File: src/hdl/qeti_pkg.sv
// Shared constants, command and status types for the escape-time iterator.
package qeti_pkg;

	// Number formats
	localparam int COORD_WIDTH   = 32;
	localparam int FRACTION_BITS = 28;
	localparam int COUNT_WIDTH   = 12;
	localparam int IN_WIDTH      = 31;
	localparam int PROD_WIDTH    = 2 * COORD_WIDTH;
	localparam int NEXT_WIDTH    = PROD_WIDTH - FRACTION_BITS + 2;

	localparam logic signed [COORD_WIDTH-1:0] COORD_MAX = {1'b0, {(COORD_WIDTH-1){1'b1}}};
	localparam logic signed [COORD_WIDTH-1:0] COORD_MIN = {1'b1, {(COORD_WIDTH-1){1'b0}}};

	// Squared-magnitude escape bound: 4 at 2*FRACTION_BITS fraction bits
	localparam logic [PROD_WIDTH-1:0] ESCAPE_BOUND =
		PROD_WIDTH'(1) << (2 * FRACTION_BITS + 2);

	// Configuration register map
	localparam int CFG_INDEX_WIDTH = 2;
	localparam logic [CFG_INDEX_WIDTH-1:0] CFG_FRACTAL_MODE   = 2'd0;
	localparam logic [CFG_INDEX_WIDTH-1:0] CFG_MAX_ITERATIONS = 2'd1;
	localparam logic [CFG_INDEX_WIDTH-1:0] CFG_JULIA_C_REAL   = 2'd2;
	localparam logic [CFG_INDEX_WIDTH-1:0] CFG_JULIA_C_IMAG   = 2'd3;

	// Configuration reset values
	localparam logic                         MODE_RESET    = 1'b0;
	localparam logic [COUNT_WIDTH-1:0]       LIMIT_RESET   = COUNT_WIDTH'(100);
	localparam logic signed [IN_WIDTH-1:0]   C_REAL_RESET  = -31'sd200099842;
	localparam logic signed [IN_WIDTH-1:0]   C_IMAG_RESET  = 31'sd30335891;

	// Commands from controller to datapath
	typedef struct packed {
		logic load;
		logic update;
		logic done;
		logic done_escaped;
	} dp_cmd_t;

	// Status from datapath to controller
	typedef struct packed {
		logic escape;
		logic at_limit;
	} dp_stat_t;

endpackage

File: src/hdl/qeti_ctrl.sv
// Controller: sequences load, square, evaluate and finish for one point.
module qeti_ctrl (
	input  logic                clk,
	input  logic                arst_n,
	input  logic                start,
	output logic                busy,
	input  qeti_pkg::dp_stat_t  stat,
	output qeti_pkg::dp_cmd_t   cmd
);
	import qeti_pkg::*;

	localparam logic [1:0] ST_IDLE   = 2'd0;
	localparam logic [1:0] ST_SQUARE = 2'd1;
	localparam logic [1:0] ST_EVAL   = 2'd2;

	logic [1:0] state_q, state_d;

	// Next state and commands
	always_comb begin
		state_d = state_q;
		cmd     = '0;
		unique case (state_q)
			ST_IDLE: begin
				if (start) begin
					cmd.load = 1'b1;
					state_d  = ST_SQUARE;
				end
			end
			ST_SQUARE: begin
				if (stat.at_limit) begin
					cmd.done = 1'b1;
					state_d  = ST_IDLE;
				end else begin
					state_d  = ST_EVAL;
				end
			end
			ST_EVAL: begin
				if (stat.escape) begin
					cmd.done         = 1'b1;
					cmd.done_escaped = 1'b1;
					state_d          = ST_IDLE;
				end else begin
					cmd.update = 1'b1;
					state_d    = ST_SQUARE;
				end
			end
			default: begin
				state_d = ST_IDLE;
			end
		endcase
	end

	always_ff @(posedge clk or negedge arst_n) begin
		if (!arst_n) begin
			state_q <= ST_IDLE;
		end else begin
			state_q <= state_d;
		end
	end

	assign busy = state_q != ST_IDLE;

`ifndef SYNTHESIS
	a_load_alone: assert property (@(posedge clk) disable iff (!arst_n)
		cmd.load |-> !cmd.update && !cmd.done)
		else $error("load issued together with another command");
	a_eval_after_square: assert property (@(posedge clk) disable iff (!arst_n)
		state_q == ST_EVAL |-> $past(state_q) == ST_SQUARE)
		else $error("evaluate not preceded by square");
	a_done_leaves_busy: assert property (@(posedge clk) disable iff (!arst_n)
		cmd.done |=> !busy)
		else $error("still busy after result");
`endif

endmodule

File: config.mk
export PLATFORM = sky130hd
export DESIGN_NAME = qeti_ctrl
export DESIGN_NICKNAME = d
export VERILOG_FILES = /design/src/hdl/qeti_pkg.sv /design/src/hdl/qeti_ctrl.sv
export SDC_FILE = /design/constraint.sdc
export NUM_CORES = 1
export LEC_CHECK = 0
export ABC_AREA = 0
export ABC_CLOCK_PERIOD_IN_PS = 1600
export BUFFER_PORTS_ARGS = -buffer_cell sky130_fd_sc_hd__buf_4
export CAP_MARGIN = 20
export CORE_AREA = 2 2 39 41
export DETAILED_ROUTE_END_ITERATION = 6
export DIE_AREA = 0 0 41 43
export SYNTH_ARGS = -nofsm -noshare
export SYNTH_HDL_FRONTEND = slang
export SYNTH_SLANG_ARGS = --single-unit
export TNS_END_PERCENT = 30
File: constraint.sdc
create_clock -name clk -period 1.6 [get_ports clk]
set_clock_uncertainty 0.2 [all_clocks]
set_input_delay 0.24 -clock clk [delete_from_list [all_inputs] [get_ports clk]]
set_output_delay 0.24 -clock clk [all_outputs]
set_load 0.1 [all_outputs]
==> results of run 1 <==
## routing by layer
metal	global-route usage	routed length, um	up-vias
li1	-	-	100
met1	0.08039	193	92
met2	0.1125	241	6
met3	0.01571	24	0
met4	0.04000	0	0
met5	0	0	-
## logic make-up after synthesis
group / count (synthesis) / synth area share
AO/OA/AOI/OAI: 3 / 0.1074
AND/OR/NAND/NOR: 7 / 0.2417
flip-flops: 2 / 0.2685
buffers and inverters: 3 / 0.06040
multiplexers: 1 / 0.05369
adder cells (fa/ha/maj): 4 / 0.2685
## synth_stat cells
master / instances
ha_1: 4
inv_1: 3
dfrtp_1: 2
a21oi_1: 1
a22o_1: 1
and2_1: 1
and2_2: 1
and2b_1: 1
mux2i_1: 1
nand2b_1: 1
nand3b_1: 1
nor2_1: 1
nor2b_1: 1
o22ai_1: 1
## repair_timing
item | in CTS | in global routing
setup buffers | 1 | 1
resized for setup | 20 | 0
hold endpoints to repair | 2 | 0
setup endpoints to repair | 5 | 5
hold buffers | 1 | 0
pin swaps | 1 | 0
## per-stage QoR
step	setup WS [ns]	util	TNS [ns]	area, um^2
2_1_floorplan	-0.3265	-	-0.8253	220.2
3_3_place_gp	-0.03876	0.2333	-0.03876	322.8
3_5_place_dp	-0.05027	0.2333	-0.05027	322.8
4_1_cts	-0.1942	0.3110	-0.5658	430.4
5_1_grt	-0.2347	0.3165	-0.7507	437.9
6_report	-0.1704	0.3165	-0.4517	437.9
## cell type report
cell class / instances / share of cell area
Sequential cell: 2 / 0.1171
Tap cell: 16 / 0.04571
Timing Repair Buffer: 14 / 0.3886
Inverter: 3 / 0.02571
Clock buffer: 3 / 0.05143
Multi-Input combinational cell: 15 / 0.3714
## worst max path at each step
stage	startpoint	to	slack, ns	depth (start not counted)
after floorplan	state_q[0]	cmd[1]	-0.33	5
after global placement	state_q[0]	cmd[1]	-0.04	6
after detailed placement	state_q[1]	cmd[1]	-0.05	5
after CTS	state_q[0]	cmd[1]	-0.19	6
after global routing	state_q[0]	cmd[1]	-0.23	6
final	state_q[0]	cmd[1]	-0.17	6
==> impl_metrics.json, run 1 <==
{
  "clk_pin_slew_ns": 0.03,
  "grt-ovfl-total": 0,
  "end_kind": "primary output",
  "status": "complete, but fails checks",
  "multi_input_comb_area_um2": 162.7,
  "r2r_end": "state_q[1]",
  "root_buffer": "clkbuf_4",
  "via_count": 198,
  "crit_fanout": 3,
  "syn_area_um2": 186.4,
  "crit_type": "reg -> out",
  "ff2ff_path_depth": 6,
  "numCtsBuffers": 3,
  "slew_headroom": 0.9123,
  "largest_reg_flops": 2,
  "seq_area_um2": 51.30,
  "path_delay_family": "flip-flops",
  "core_area_um2": 1384,
  "cts_sinks": 2,
  "synthesis.nets": 29,
  "dieArea_um2": 1763,
  "r2r_start": "state_q[0]",
  "grt_usage": 0.07028,
  "drive_above_1_share": 0.7297,
  "layout_commonest_cell": "buf_4",
  "ys_seq_area_frac": 0.2685,
  "grt_pass1_wl_um": 841,
  "syn_avg_cell_area_um2": 9.321,
  "synth_top_cells_by_area": "dfrtp_1, ha_1, inv_1",
  "core.rowCount": 14,
  "die_y_um": 43,
  "synth.distinct_cells": 14,
  "crit_arrival_ns": 1.33,
  "ant_nets": 0,
  "cp_slowest_cell": "dfrtp_1",
  "die_x_um": 41,
  "max_stage_delay_ns": 0.40,
  "drc": 0,
  "min_path_type": "in -> reg",
  "worst_pin_slew_ns": 0.1279,
  "dp_cells": 47,
  "yosysTopAreaCellShare": 0.2685,
  "worst-r2r-setup-slack_ns": 0.16,
  "area_growth_pct": 134.9,
  "wl_per_cell_um": 8.660,
  "cp_num_buf_inv": 2,
  "antenna_found_initial": 0,
  "ys_warn_count": 0,
  "fillCellCount": 153,
  "fmax_ghz": 0.5648,
  "grt_max_degree": 4,
  "gp_congestion": 0.6671,
  "ys_ff_latch": 2,
  "critPathRequiredTime_ns": 1.16,
  "finalCriticalPeriod_ns": 1.770,
  "htreeDepth": 1,
  "ios": 10,
  "start_util": 0.1347,
  "crit_path_start_kind": "flip-flop",
  "crit_chain": "inv_2 > ha_4 > and2_4 > a21oi_4 > nor2b_4 > buf_12",
  "regMostFlops": "state_q",
  "top_regs": "state_q: 2 flops",
  "cts_tree": "built",
  "ctsLongestPathBuffers": 2,
  "worst_slack_ns": -0.1704,
  "finalSetupViolCount": 4,
  "min_to": "state_q[1]",
  "layout.cells.non_filler": 53,
  "grt_pass1_vias": 240,
  "syn-instance-count": 20,
  "rsz0062_at_grt": "yes",
  "drv_cap": 0,
  "diodes": 0,
  "violations": "negative setup slack",
  "hold_depth": 2,
  "drt_iter0_markers": 0,
  "final_cell_mix": "buf_4, buf_12, inv_2, clkbuf_4, ha_1",
  "min-delay-start": "stat[0]",
  "viasPerCell": 3.736,
  "wl_um": 459,
  "yosys.area.top_type": "dfrtp_1",
  "insertion_delay_ns": 0.22,
  "slew_viol_final": 0,
  "port_buffers": 9,
  "nNetsFinal": 48,
  "finalHoldViolCount": 0,
  "drt_pass1_iterations": 1,
  "fin_hold_ws_ns": 0.03660,
  "post-route-period-util": 1.107
}
Power of run 1 is not shown: default switching activity piles up to over one toggle a cycle in this logic, so the estimate is an artifact.
==> run 2, diff against run 1 <==
Settings changed: CELL_PAD_IN_SITES_DETAIL_PLACEMENT set to 0, CELL_PAD_IN_SITES_GLOBAL_PLACEMENT set to 1, PLACE_DENSITY_LB_ADDON set to 0.1.
==> impl_metrics.json, run 2 (synthesis gave the netlist of run 1 again) <==
{
  "cp_slowest_cell": "dfrtp_1",
  "ant_nets": 0,
  "wl_per_cell_um": 8.961,
  "end_kind": "primary output",
  "drt_iter0_markers": 0,
  "fillCellCount": 142,
  "diodes": 0,
  "ctsLongestPathBuffers": 2,
  "slew_viol_final": 0,
  "via_count": 190,
  "htreeDepth": 1,
  "grt_pass1_vias": 205,
  "min_path_type": "in -> reg",
  "nNetsFinal": 46,
  "antenna_found_initial": 0,
  "worst_slack_ns": -0.1683,
  "numCtsBuffers": 3,
  "grt-ovfl-total": 0,
  "top_regs": "state_q: 2 flops",
  "finalSetupViolCount": 4,
  "wl_um": 457,
  "post-route-period-util": 1.105,
  "ios": 10,
  "root_buffer": "clkbuf_4",
  "die_x_um": 41,
  "start_util": 0.1347,
  "worst_pin_slew_ns": 0.2783,
  "dieArea_um2": 1763,
  "largest_reg_flops": 2,
  "place_hpwl_um": 380.8,
  "core_area_um2": 1384,
  "status": "complete, but fails checks",
  "grt_max_degree": 4,
  "drive_above_1_share": 0.7429,
  "grt_usage": 0.06613,
  "crit_type": "reg -> out",
  "crit_arrival_ns": 1.33,
  "finalCriticalPeriod_ns": 1.768,
  "clk_pin_slew_ns": 0.03,
  "rsz0062_at_grt": "yes",
  "gp_congestion": 0.6023,
  "area_growth_pct": 132.9,
  "fmax_ghz": 0.5655,
  "fin_tns_setup_ns": -0.4038,
  "die_y_um": 43,
  "insertion_delay_ns": 0.22,
  "drt_pass1_iterations": 1,
  "viasPerCell": 3.725,
  "crit_path_start_kind": "flip-flop",
  "port_buffers": 9,
  "crit_chain": "inv_2 > ha_4 > and2_4 > a21oi_4 > nor2b_4 > buf_12",
  "core.rowCount": 14,
  "cp_num_buf_inv": 2,
  "drc": 0,
  "layout.cells.non_filler": 51,
  "max_stage_delay_ns": 0.38,
  "finalHoldViolCount": 0,
  "violations": "negative setup slack",
  "final_cell_mix": "buf_4, buf_12, inv_2, ha_4, clkbuf_4",
  "grt_pass1_wl_um": 765,
  "dp_cells": 46,
  "cts_sinks": 2,
  "path_delay_family": "flip-flops",
  "fin_util": 0.3137,
  "drv_cap": 0,
  "crit_fanout": 3,
  "slew_headroom": 0.8160,
  "layout_commonest_cell": "buf_4",
  "cts_tree": "built",
  "regMostFlops": "state_q",
  "critPathRequiredTime_ns": 1.16
}
run 2: cell count changes in the layout (fill, tap and decap cells not counted):
cell	delta
ha_4	+2
and2_2	-1
and2_4	+1
buf_12	-1
buf_4	-1
ha_1	-1
ha_2	-1
run 2: cell type report:
class                      instances  area (um^2)  area share
clock buffer                       3        22.52     0.05187
tap                               16        20.02     0.04611
timing repair buffer              12        142.6      0.3285
inverter                           3        11.26     0.02594
multi-input combinational         15        186.4      0.4294
sequential                         2        51.30      0.1182
run 2: what timing repair did:
| action | CTS | global route |
|---|---|---|
| setup endpoints to repair | 5 | 5 |
| gates resized for setup | 19 | 1 |
| hold buffers | 1 | 0 |
| endpoints found under the hold margin | 2 | 0 |
| pin swaps | 2 | 0 |
| setup buffers | 1 | 0 |
run 2: final timing paths:
kind                            start  cells after the start  slack, ns         end
setup / recovery           state_q[0]                      6      -0.17      cmd[1]
hold / removal                stat[0]                      2       0.03  state_q[1]
setup reg to reg           state_q[1]                      6       0.21  state_q[1]
hold reg to reg            state_q[1]                      2       0.50  state_q[1]
max in group asynchronous      arst_n                      2       0.96  state_q[1]
min in group asynchronous      arst_n                      2       0.14  state_q[1]
run 2: stage by stage:
stage                     hold WS (ns)  area, um^2  setup slack (ns)
after floorplan                -0.2556       220.2           -0.3265
after global placement         -0.1775       315.3          -0.06393
after detailed placement       -0.1775       315.3          -0.06872
after CTS                      0.03472       432.9           -0.1853
after global routing           0.03255       434.2           -0.2197
final                          0.03060       434.2           -0.1683
run 2: layer usage:
metal | vias to the layer above | track usage | share of wire
met5 | - | 0 | 0
met4 | 0 | 0.06000 | 0
met3 | 0 | 0 | 0.050
met2 | 7 | 0.09063 | 0.53
met1 | 88 | 0.08946 | 0.42
li1 | 95 | - | -
Power of run 2 is left out for the same reason.
